<file path="src/sv/rmcs_pkg.sv">
// Shared widths and limits for the running mean / contraharmonic mean block.
// Used by the top level, the bit-serial divider and the port checker.
package rmcs_pkg;

    localparam int SAMPLE_BITS  = 16;
    localparam int COUNT_BITS   = 16;
    localparam int FRAC_BITS    = 8;
    localparam int MEAN_BITS    = 24;
    localparam int CH_BITS      = 54;

    localparam int SUM_BITS     = SAMPLE_BITS + COUNT_BITS;
    localparam int SQ_BITS      = 2 * SAMPLE_BITS;
    localparam int SQ_SUM_BITS  = 2 * (SAMPLE_BITS - 1) + COUNT_BITS + 1;

    // divider sizing: dividend is the widest numerator shifted by the fraction bits
    localparam int DIV_NUM_W    = SQ_SUM_BITS + FRAC_BITS;
    localparam int DIV_DEN_W    = SUM_BITS + 1;
    localparam int DIV_STEP_W   = $clog2(DIV_NUM_W + 1);

    localparam logic [COUNT_BITS-1:0] COUNT_MAX = {COUNT_BITS{1'b1}};

    localparam logic [DIV_NUM_W-1:0] MEAN_POS_LIM =
        {{(DIV_NUM_W - MEAN_BITS + 1){1'b0}}, {(MEAN_BITS - 1){1'b1}}};
    localparam logic [DIV_NUM_W-1:0] MEAN_NEG_LIM =
        {{(DIV_NUM_W - MEAN_BITS){1'b0}}, 1'b1, {(MEAN_BITS - 1){1'b0}}};
    localparam logic [DIV_NUM_W-1:0] CH_LIM =
        {{(DIV_NUM_W - CH_BITS){1'b0}}, {CH_BITS{1'b1}}};

    localparam logic [MEAN_BITS-1:0] MEAN_MAX_OUT = {1'b0, {(MEAN_BITS - 1){1'b1}}};
    localparam logic [MEAN_BITS-1:0] MEAN_MIN_OUT = {1'b1, {(MEAN_BITS - 1){1'b0}}};

endpackage

</file>
<file path="src/sv/running_mean_contraharmonic_stats.sv">
// Top level: running count, sum, sum of squares and peak, with mean and
// contraharmonic mean computed by two bit-serial dividers (rmcs_div, rmcs_pkg).
//
//   channel  | valid       | ready        | word
//   ---------+-------------+--------------+------------------------------------------
//   input    | i_in_valid  | o_in_ready   | i_action, i_sample
//   result   | o_out_valid | i_out_ready  | o_mean_q8, o_contraharmonic_q8, o_count,
//            |             |              | o_largest, o_overflow
//   config   | i_cfg_valid | o_cfg_ready  | i_cfg_include_max
//
// One word goes through these steps from acceptance to a valid result: the
// accumulators are updated, numerators and denominators are formed, then
// the two dividers running side by side produce DIV_NUM_W (55) quotient bits,
// the control sees both dividers idle, and the result is saturated into the
// output register. No new word is accepted while one is in progress.
// Reset (synchronous, active low) clears all statistics and sets include_max.
// A result waiting on a stalled output holds the block in the final step;
// a new input word is taken once the previous result is in the output register.
module running_mean_contraharmonic_stats import rmcs_pkg::*; (
    input  logic                          i_clk,
    input  logic                          i_rst_n,

    input  logic                          i_in_valid,
    output logic                          o_in_ready,
    input  logic                          i_action,
    input  logic signed [SAMPLE_BITS-1:0] i_sample,

    output logic                          o_out_valid,
    input  logic                          i_out_ready,
    output logic signed [MEAN_BITS-1:0]   o_mean_q8,
    output logic [CH_BITS-1:0]            o_contraharmonic_q8,
    output logic [COUNT_BITS-1:0]         o_count,
    output logic signed [SAMPLE_BITS-1:0] o_largest,
    output logic                          o_overflow,

    input  logic                          i_cfg_valid,
    output logic                          o_cfg_ready,
    input  logic                          i_cfg_include_max
);

    localparam logic [2:0] S_IDLE = 3'd0;
    localparam logic [2:0] S_UPD  = 3'd1;
    localparam logic [2:0] S_PREP = 3'd2;
    localparam logic [2:0] S_DIV  = 3'd3;
    localparam logic [2:0] S_DONE = 3'd4;

    logic [2:0] r_state;
    logic [2:0] n_state;

    // captured word
    logic                          r_action;
    logic signed [SAMPLE_BITS-1:0] r_sample;
    logic [SQ_BITS-1:0]            r_sq;

    // accumulated statistics
    logic [COUNT_BITS-1:0]         r_count;
    logic signed [SUM_BITS-1:0]    r_sum;
    logic [SQ_SUM_BITS-1:0]        r_sq_sum;
    logic signed [SAMPLE_BITS-1:0] r_peak;
    logic [SQ_BITS-1:0]            r_peak_sq;
    logic                          r_ovf;
    logic                          r_incl;

    // flags for the division in flight
    logic r_neg;
    logic r_mean_zero;
    logic r_contra_zero;

    logic                          r_out_valid;
    logic signed [MEAN_BITS-1:0]   r_out_mean;
    logic [CH_BITS-1:0]            r_out_ch;
    logic [COUNT_BITS-1:0]         r_out_count;
    logic signed [SAMPLE_BITS-1:0] r_out_peak;
    logic                          r_out_ovf;

    logic                          w_in_fire;
    logic [SAMPLE_BITS-1:0]        w_in_mag;
    logic [SQ_BITS-1:0]            w_in_sq;
    logic                          w_new_peak;

    logic signed [SUM_BITS:0]      w_num_m;
    logic signed [COUNT_BITS:0]    w_den_m;
    logic [SUM_BITS:0]             w_mag;
    logic                          w_neg;
    logic                          w_mean_zero;
    logic [SQ_SUM_BITS-1:0]        w_p2;
    logic [SQ_SUM_BITS-1:0]        w_num_c;
    logic                          w_contra_zero;

    logic                          w_start;
    logic [DIV_NUM_W-1:0]          w_dvd_m;
    logic [DIV_DEN_W-1:0]          w_dvs_m;
    logic [DIV_NUM_W-1:0]          w_dvd_c;
    logic [DIV_DEN_W-1:0]          w_dvs_c;
    logic                          w_busy_m;
    logic                          w_busy_c;
    logic [DIV_NUM_W-1:0]          w_q_m;
    logic [DIV_NUM_W-1:0]          w_q_c;

    logic signed [MEAN_BITS-1:0]   w_mean;
    logic [CH_BITS-1:0]            w_ch;
    logic                          w_load_out;

    assign w_in_fire = i_in_valid & o_in_ready;

    // square the incoming sample on the way in; the peak square reuses it
    assign w_in_mag = i_sample[SAMPLE_BITS-1] ? (~i_sample + 1'b1) : i_sample;
    assign w_in_sq  = w_in_mag * w_in_mag;

    assign w_new_peak = (r_count == '0) || (r_sample > r_peak);

    // numerator and denominator of the mean; the sum minus peak also serves
    // as the contraharmonic denominator
    assign w_num_m = {r_sum[SUM_BITS-1], r_sum}
                   - (r_incl ? '0 : {{(SUM_BITS + 1 - SAMPLE_BITS){r_peak[SAMPLE_BITS-1]}},
                                     r_peak});
    assign w_den_m = {1'b0, r_count} - (r_incl ? '0 : (COUNT_BITS + 1)'(1));
    assign w_neg   = w_num_m[SUM_BITS];
    assign w_mag   = w_neg ? (~w_num_m + 1'b1) : w_num_m;
    assign w_mean_zero = w_den_m[COUNT_BITS] || (w_den_m == '0);

    assign w_p2    = r_incl ? '0 : {{(SQ_SUM_BITS - SQ_BITS){1'b0}}, r_peak_sq};
    assign w_num_c = r_sq_sum - w_p2;
    assign w_contra_zero = (w_p2 >= r_sq_sum) || w_neg || (w_num_m == '0);

    assign w_start = (r_state == S_PREP);
    assign w_dvd_m = {{(DIV_NUM_W - SUM_BITS - 1 - FRAC_BITS){1'b0}}, w_mag,
                      {FRAC_BITS{1'b0}}};
    assign w_dvs_m = {{(DIV_DEN_W - COUNT_BITS){1'b0}}, w_den_m[COUNT_BITS-1:0]};
    assign w_dvd_c = {w_num_c, {FRAC_BITS{1'b0}}};
    assign w_dvs_c = w_num_m[DIV_DEN_W-1:0];

    rmcs_div u_div_mean (
        .i_clk      (i_clk),
        .i_rst_n    (i_rst_n),
        .i_start    (w_start),
        .i_dividend (w_dvd_m),
        .i_divisor  (w_dvs_m),
        .o_busy     (w_busy_m),
        .o_quotient (w_q_m)
    );

    rmcs_div u_div_ch (
        .i_clk      (i_clk),
        .i_rst_n    (i_rst_n),
        .i_start    (w_start),
        .i_dividend (w_dvd_c),
        .i_divisor  (w_dvs_c),
        .o_busy     (w_busy_c),
        .o_quotient (w_q_c)
    );

    // saturate quotients into the output ranges, apply sign, force zeros
    always_comb begin
        if (r_mean_zero) begin
            w_mean = '0;
        end else if (!r_neg) begin
            w_mean = (w_q_m > MEAN_POS_LIM) ? MEAN_MAX_OUT : w_q_m[MEAN_BITS-1:0];
        end else begin
            w_mean = (w_q_m > MEAN_NEG_LIM) ? MEAN_MIN_OUT
                                            : (~w_q_m[MEAN_BITS-1:0] + 1'b1);
        end
        if (r_contra_zero) begin
            w_ch = '0;
        end else begin
            w_ch = (w_q_c > CH_LIM) ? CH_LIM[CH_BITS-1:0] : w_q_c[CH_BITS-1:0];
        end
    end

    assign w_load_out = (r_state == S_DONE) && (!r_out_valid || i_out_ready);

    always_comb begin
        n_state = r_state;
        case (r_state)
            S_IDLE: begin
                if (w_in_fire) n_state = S_UPD;
            end
            S_UPD:  n_state = S_PREP;
            S_PREP: n_state = S_DIV;
            S_DIV: begin
                if (!w_busy_m && !w_busy_c) n_state = S_DONE;
            end
            S_DONE: begin
                if (w_load_out) n_state = S_IDLE;
            end
            default: n_state = S_IDLE;
        endcase
    end

    // control and statistics
    always_ff @(posedge i_clk) begin
        if (!i_rst_n) begin
            r_state     <= S_IDLE;
            r_count     <= '0;
            r_sum       <= '0;
            r_sq_sum    <= '0;
            r_peak      <= '0;
            r_peak_sq   <= '0;
            r_ovf       <= 1'b0;
            r_incl      <= 1'b1;
            r_out_valid <= 1'b0;
        end else begin
            r_state <= n_state;
            if (i_cfg_valid && o_cfg_ready) begin
                r_incl <= i_cfg_include_max;
            end
            if (r_state == S_UPD) begin
                if (r_action) begin
                    r_count   <= '0;
                    r_sum     <= '0;
                    r_sq_sum  <= '0;
                    r_peak    <= '0;
                    r_peak_sq <= '0;
                    r_ovf     <= 1'b0;
                end else if (r_count == COUNT_MAX) begin
                    // drop the sample, keep the statistics
                    r_ovf <= 1'b1;
                end else begin
                    r_ovf    <= 1'b0;
                    r_count  <= r_count + 1'b1;
                    r_sum    <= r_sum + {{(SUM_BITS - SAMPLE_BITS){r_sample[SAMPLE_BITS-1]}},
                                         r_sample};
                    r_sq_sum <= r_sq_sum + {{(SQ_SUM_BITS - SQ_BITS){1'b0}}, r_sq};
                    if (w_new_peak) begin
                        r_peak    <= r_sample;
                        r_peak_sq <= r_sq;
                    end
                end
            end
            if (w_load_out) begin
                r_out_valid <= 1'b1;
            end else if (i_out_ready) begin
                r_out_valid <= 1'b0;
            end
        end
    end

    // payload registers
    always_ff @(posedge i_clk) begin
        if (w_in_fire) begin
            r_action <= i_action;
            r_sample <= i_sample;
            r_sq     <= w_in_sq;
        end
        if (r_state == S_PREP) begin
            r_neg         <= w_neg;
            r_mean_zero   <= w_mean_zero;
            r_contra_zero <= w_contra_zero;
        end
        if (w_load_out) begin
            r_out_mean  <= w_mean;
            r_out_ch    <= w_ch;
            r_out_count <= r_count;
            r_out_peak  <= r_peak;
            r_out_ovf   <= r_ovf;
        end
    end

    assign o_in_ready  = (r_state == S_IDLE);
    assign o_cfg_ready = 1'b1;

    assign o_out_valid         = r_out_valid;
    assign o_mean_q8           = r_out_mean;
    assign o_contraharmonic_q8 = r_out_ch;

    // the next word may update the statistics while this result still waits,
    // so hold a copy of them alongside the means
    assign o_count    = r_out_count;
    assign o_largest  = r_out_peak;
    assign o_overflow = r_out_ovf;

endmodule

</file>
<file path="src/sv/rmcs_div.sv">
// Radix-2 restoring divider, one quotient bit per cycle.
// Depends on rmcs_pkg for the dividend and divisor widths.
module rmcs_div import rmcs_pkg::*; (
    input  logic                 i_clk,
    input  logic                 i_rst_n,
    input  logic                 i_start,
    input  logic [DIV_NUM_W-1:0] i_dividend,
    input  logic [DIV_DEN_W-1:0] i_divisor,
    output logic                 o_busy,
    output logic [DIV_NUM_W-1:0] o_quotient
);

    logic                  r_busy;
    logic [DIV_STEP_W-1:0] r_step;
    logic [DIV_DEN_W-1:0]  r_rem;
    logic [DIV_NUM_W-1:0]  r_quo;
    logic [DIV_DEN_W-1:0]  r_div;

    logic [DIV_DEN_W:0]    w_shift;
    logic [DIV_DEN_W+1:0]  w_diff;
    logic                  w_fits;

    // bring down the next dividend bit and try a subtract
    assign w_shift = {r_rem, r_quo[DIV_NUM_W-1]};
    assign w_diff  = {1'b0, w_shift} - {2'b00, r_div};
    assign w_fits  = ~w_diff[DIV_DEN_W+1];

    always_ff @(posedge i_clk) begin
        if (!i_rst_n) begin
            r_busy <= 1'b0;
            r_step <= '0;
        end else if (i_start) begin
            r_busy <= 1'b1;
            r_step <= DIV_STEP_W'(DIV_NUM_W - 1);
        end else if (r_busy) begin
            if (r_step == '0) begin
                r_busy <= 1'b0;
            end
            r_step <= r_step - 1'b1;
        end
    end

    always_ff @(posedge i_clk) begin
        if (i_start) begin
            r_quo <= i_dividend;
            r_rem <= '0;
            r_div <= i_divisor;
        end else if (r_busy) begin
            r_quo <= {r_quo[DIV_NUM_W-2:0], w_fits};
            r_rem <= w_fits ? w_diff[DIV_DEN_W-1:0] : w_shift[DIV_DEN_W-1:0];
        end
    end

    assign o_busy     = r_busy;
    assign o_quotient = r_quo;

endmodule

</file>
<file path="config.mk">
export PLATFORM = sky130hd
export DESIGN_NAME = running_mean_contraharmonic_stats
export DESIGN_NICKNAME = d
export VERILOG_FILES = /design/src/sv/rmcs_pkg.sv /design/src/sv/running_mean_contraharmonic_stats.sv /design/src/sv/rmcs_div.sv
export SDC_FILE = /design/constraint.sdc
export NUM_CORES = 2
export LEC_CHECK = 0
export ABC_AREA = 1
export BUFFER_PORTS_ARGS = -buffer_cell sky130_fd_sc_hd__buf_2
export CAP_MARGIN = 20
export CORE_MARGIN = 2
export CORE_UTILIZATION = 50
export DETAILED_ROUTE_END_ITERATION = 8
export GPL_TIMING_DRIVEN = 1
export PLACE_DENSITY = 0.65
export SYNTH_ARGS = -nofsm -noshare
export SYNTH_HDL_FRONTEND = slang
export SYNTH_HIERARCHICAL = 1
export SYNTH_SLANG_ARGS = --single-unit
export TNS_END_PERCENT = 10
</file>
<file path="constraint.sdc">
create_clock -name i_clk -period 33.8 [get_ports i_clk]
set_clock_uncertainty 0.05 [all_clocks]
set_input_delay 3.38 -clock i_clk [delete_from_list [all_inputs] [get_ports i_clk]]
set_output_delay 3.38 -clock i_clk [all_outputs]
set_load 0.03 [all_outputs]
</file>
# After elaboration in Yosys (flattened, before gate mapping)

Cells that the tools add are included.

Register bits: 551
Latch bits: 0
Bits in writable memories: 0
Memory bits (read-only): 0
Input bits: 23
Output and inout port bits: 114
Logic and storage cells: 138
Memories: 0

Add/subtract/negate cells: 13
$mul: 1
Div/mod/pow operators: 0
$lt $le $gt $ge: 5
Equal/unequal tests: 9
Shift-type cells: 0
Multiplexer cells: 45
Bitwise logic cells: 7
Reductions and logical operators: 24

Operators by type and width:

| kind                    | count |
|---|---|
| $mux W32                | 6 |
| $mux W33                | 4 |
| $mux W55                | 2 |
| $mux W16                | 6 |
| $mux W47                | 2 |
| $mux W41                | 2 |
| $mux W24                | 3 |
| $gt A55 B23 Y1 const B  | 1 |
| $gt A55 B24 Y1 const B  | 1 |
| $gt A55 B54 Y1 const B  | 1 |
| $mux W54                | 1 |
| $add A47 B32 Y47        | 1 |
| $ge A32 B47 Y1          | 1 |
| $sub A47 B32 Y47        | 1 |
| $sub A34 B16 Y35        | 1 |
| $sub A34 B33 Y35        | 1 |
| $add A33 B1 Y33 const B | 1 |
| $logic_not A33 Y1       | 1 |
| $not A33 Y33            | 1 |
| $sub A33 B33 Y33        | 1 |
| $add A16 B1 Y16 const B | 2 |
| $add A32 B32 Y32        | 1 |
| $mul A16 B16 Y32        | 1 |
| $add A24 B1 Y24 const B | 1 |
| other kinds (28)        | 61 |

# Depth between registers and ports, before layout

Word-level depth: 6
Mapped depth: 40
Mapped depth without buffers: 39

# Hierarchy

The synthesis kept the hierarchy.

By module, submodules not included:

| module                            | instances | cells each | area an instance (um^2) | seq. area each (um^2) |
|---|---|---|---|---|
| running_mean_contraharmonic_stats | 1         | 4283       | 30300.3                 | 7797.5 |
| rmcs_div (u_div_ch)               | 1         | 1116       | 8057.7                  | 3443.3 |
| rmcs_div (u_div_mean)             | 1         | 1116       | 8013.9                  | 3443.3 |

# Worst setup path before layout

Ideal clock, no wire load.

Kind: input to register
From: input i_out_ready
To: register r_out_ch[0] (netlist: o_contraharmonic_q8[0]), enable pin
Library setup time: 0.853 ns
Arrival: 13.872 ns
Required time: 32.897 ns
Path slack: 19.024 ns
Stages on the path: 2
Path buffers: 0
Cell sequence: nor2_1 -> nor4_1

Word-level cells in the longest chain between the ends: 2

Ends and longest elaborated chain:

| item                   | line                                     | source |
|---|---|---|
| start: declaration     | running_mean_contraharmonic_stats.sv:29  | `input logic i_out_ready,` |
| $logic_or A1 B1 Y1     | running_mean_contraharmonic_stats.sv:170 | `assign w_load_out = (r_state == S_DONE) && (!r_out_valid \|\| i_out_ready);` |
| $logic_and A1 B1 Y1    | running_mean_contraharmonic_stats.sv:170 |  |
| named net w_load_out   | running_mean_contraharmonic_stats.sv:102 | `logic w_load_out;` |
| end signal: assignment | running_mean_contraharmonic_stats.sv:252 | `r_out_ch <= w_ch;` |
| end: declaration       | running_mean_contraharmonic_stats.sv:71  | `logic [CH_BITS-1:0] r_out_ch;` |

The timed path passes the listed nets, and every way through them passes these cells.
A chain may end at the register's enable or synchronous reset.

# Worst setup path in the final report

From: input i_sample[0]
To: register r_sq[31], data pin

Word-level cells in the longest chain between the ends: 4

Ends and longest elaborated chain:

| item                   | line                                     | source |
|---|---|---|
| start: declaration     | running_mean_contraharmonic_stats.sv:26  | `input logic signed [SAMPLE_BITS-1:0] i_sample,` |
| $not A16 Y16           | running_mean_contraharmonic_stats.sv:107 | `assign w_in_mag = i_sample[SAMPLE_BITS-1] ? (~i_sample + 1'b1) : i_sample;` |
| $add A16 B1 Y16        | running_mean_contraharmonic_stats.sv:107 |  |
| $mux W16 *             | running_mean_contraharmonic_stats.sv:107 |  |
| $mul A16 B16 Y32 *     | running_mean_contraharmonic_stats.sv:108 | `assign w_in_sq = w_in_mag * w_in_mag;` |
| named net w_in_sq[31]  | running_mean_contraharmonic_stats.sv:78  | `logic [SQ_BITS-1:0] w_in_sq;` |
| end signal: assignment | running_mean_contraharmonic_stats.sv:243 | `r_sq <= w_in_sq;` |
| end: declaration       | running_mean_contraharmonic_stats.sv:53  | `logic [SQ_BITS-1:0] r_sq;` |

The timed path passes the listed nets; every way through them passes the cells marked *.

==> run_results.csv <==
group,metric,value,unit
routing,drt_wl_total,135000,um
synthesis,synth.most_common_cell,"nand2_1",
synthesis,avgSynthCellArea,7.12,um^2
synthesis,synth_edf_count,337,
setup_path,cp_common_cell,"inv_1",
status,status,"complete, no violations",
synthesis,synth_cell_type_count,67,
routing,post-route-drc-count,0,
synthesis,synth.largest_area_cell,"edfxtp_1",
setup_path,critPathMaxStageDelay,770,ps
final_layout,nNetsFinal,7176,
floorplan,pin_count,137,
final_layout,final_cell_area,0.0508,mm^2
floorplan,core-area,0.0918,mm^2
routing,drtIter0Drc,3539,
power,power_density,85.2,mW/mm^2
clock_tree,cts_resized,0,
clock_tree,cts_buffers,70,
synthesis,synth-async-reset-ratio,0,%
power,ir_worst_vdd,136,uV
synthesis,post_synth_and_or_nand_nor_area_fraction,30.7,%
clock_tree,post-cts-setup-buffers,0,
min_path,hold_class,"flop to flop",
clock_tree,cts_buffer_depth,3,
sta,post-route-period-util,32.8,%
synthesis,synth_area_leaders,"edfxtp_1, nand2_1, dfxtp_1",
routing,via_count,41969,
synthesis,synth_xor_xnor_area_share,2.95,%
routing,antenna_left,0,
sta,rsz0062_at_grt,"false",
floorplan,row_count,111,
floorplan,fp.dieW,309,um
synthesis,synth_ff_type,"edfxtp_1",
setup_path,worst-setup-path-type,"primary input to flop",
routing,first_pass_iters,6,
place,postPlaceCellArea,0.0484,mm^2
sta,max_freq,0.0902,GHz
setup_path,worst_ep_arrival_time,11420,ps
floorplan,die_y,309,um
floorplan,dieArea,0.0952,mm^2
synthesis,ys_seq_area_share,31.7,%
clock_tree,clock_sinks,565,
routing,wl_per_cell,17.0,um
clock_tree,cts-htree-levels,3,
final_layout,area_growth,9.48,%
synthesis,synth-adder-area-share,15.9,%
synthesis,synth.top_cells.by_count,"nand2_1, inv_1, nor2_1, nand3_1, a21oi_1",
sta,timing.final.ws_setup,22710,ps
global_routing,grt_usage,28.3,%
place,dpl_worst_slack,22270,ps
clock_tree,clock_latency,650,ps
place,io_buffers,135,
sta,slew_violations,0,
global_routing,antenna_found_initial,0,
place,gp_congestion,0.973,
synthesis,muxShareOfSynthArea,0,%
clock_tree,hold_buffers,0,
clock_tree,tritoncts,"built",
sta,post-route-min-period,11090,ps
global_routing,grt_max_degree,80,
global_routing,first_global_vias,39694,
synthesis,synth_top_family_by_area,"simple AND/OR/NAND/NOR gates",
clock_tree,root_buffer,"clkbuf_16",
clock_tree,path_clk_slew,60,ps
synthesis,synth-seq-cells,565,
sta,timing.setup.tns,0,ps
final_layout,layout-drive-gt1-share,6.53,%
global_routing,grt_pass1_wl,215000,um
sta,finalSetupViolations,0,
power,power_leakage,25.6,nW
synthesis,synth_warnings,6,
setup_path,cp_max_fo,17,
setup_path,critical_path_required,34140,ps
synthesis,netlist_area,0.0464,mm^2
synthesis,synth-compound-area-share,8.46,%
setup_path,slowest_stage,"xor2_1",
synthesis,syn-instance-count,6515,
floorplan,initial_core_util,50.5,%
sta,slew_headroom,33.1,%
global_routing,overflow,0,
sta,worst_slew_pin_slew,1000,ps
run,cap_violations,0,
setup_path,start_kind,"primary input",
place,hpwl,107000,um
setup_path,endpoint_kind,"flop",
sta,hold_violations,0,
routing,via_per_inst,5.27,
synthesis,yosysTopAreaCellShare,21.8,%
area by class of cell:
class | count | area, um^2
Fill cell | 9073 | 41000
Multi-Input combinational cell | 4771 | 27100
Sequential cell | 565 | 14700
Inverter | 1097 | 4120
Clock buffer | 100 | 2080
Tap cell | 1243 | 1560
Timing Repair Buffer | 162 | 911
Clock inverter | 28 | 262
Antenna cell | 3 | 7.51
metrics by stage:
stage	cells	hold slack, ps	power (mW)	util (%)
after detailed placement	7836	383	3.54	52.7
after CTS	7964	393	4.33	55.2
after global placement	7836	376	3.52	52.7
after global routing	7966	436	4.70	55.3
after floorplan	6572	353	2.88	-
final	7969	390	4.33	55.3
report_power, final:
group          leakage (nW)  switching, mW  internal, mW  total, mW
combinational          19.5           1.69         0.863       2.55
sequential             4.97         0.0764         0.930       1.01
clock                  1.15          0.318         0.449      0.767
total                  25.6           2.08          2.24       4.33
cells in the final DEF (no fill, tap or decap), types with 98 or more instances in the layout:
master    synthesis  final
xor2_1           98     98
fa_1            170    170
dfxtp_1         228    228
inv_1          1064   1058
nand2_1        1977   1976
buf_2            28    135
nand3_1         390    390
nor2_1          631    627
a21oi_1         345    345
ha_1            316    316
o21ai_0         167    167
edfxtp_1        337    337
sequential cells by signal (all words and copies together), names as in the netlist, 24 cells and up:
signal / cells
o_contraharmonic_q8: 54
r_sq: 30
u_div_mean/r_rem: 33
u_div_mean/r_div: 33
o_mean_q8: 24
u_div_mean/o_quotient: 55
u_div_ch/r_rem: 33
r_sum: 32
u_div_ch/r_div: 33
r_sq_sum: 47
u_div_ch/o_quotient: 55
r_peak_sq: 31
worst paths after layout:
kind,start,endpoint,slack [ps],cells past startpoint
setup / recovery,i_sample[0],r_sq[31],22710,36
hold / removal,r_peak_sq[1],r_peak_sq[1],390,2
setup reg to reg,r_incl,u_div_mean/o_quotient[29],29480,21
hold reg to reg,r_peak_sq[1],r_peak_sq[1],390,2
per-layer routing:
layer / up-vias / wire length, um / track usage (%)
met5: - / 0 / 0
met4: 0 / 3540 / 7.90
met3: 197 / 7630 / 3.82
met2: 1105 / 61800 / 46.4
met1: 19644 / 62300 / 39.3
li1: 21023 / - / -
worst max-delay path: cells and delay by family:
| kind | cells | cell delay (ps) |
|---|---|---|
| buf+inv | 11 | 1480 |
| compound gates | 3 | 770 |
| simple gates | 13 | 1200 |
| fa+ha+maj | 8 | 3810 |
| xor+xnor | 1 | 770 |
logic make-up (layout without fill, tap and decap cells):
logic type / count (synthesis) / after routing
adder cells (fa/ha/maj): 486 / 486
AND/OR/NAND/NOR: 3367 / 3367
flip-flops: 565 / 565
AO/OA/AOI/OAI: 703 / 703
buffers and inverters: 1236 / 1387
other: 2 / 62
XOR/XNOR: 156 / 156
No activity file was read; power rests on OpenSTA's default activity.
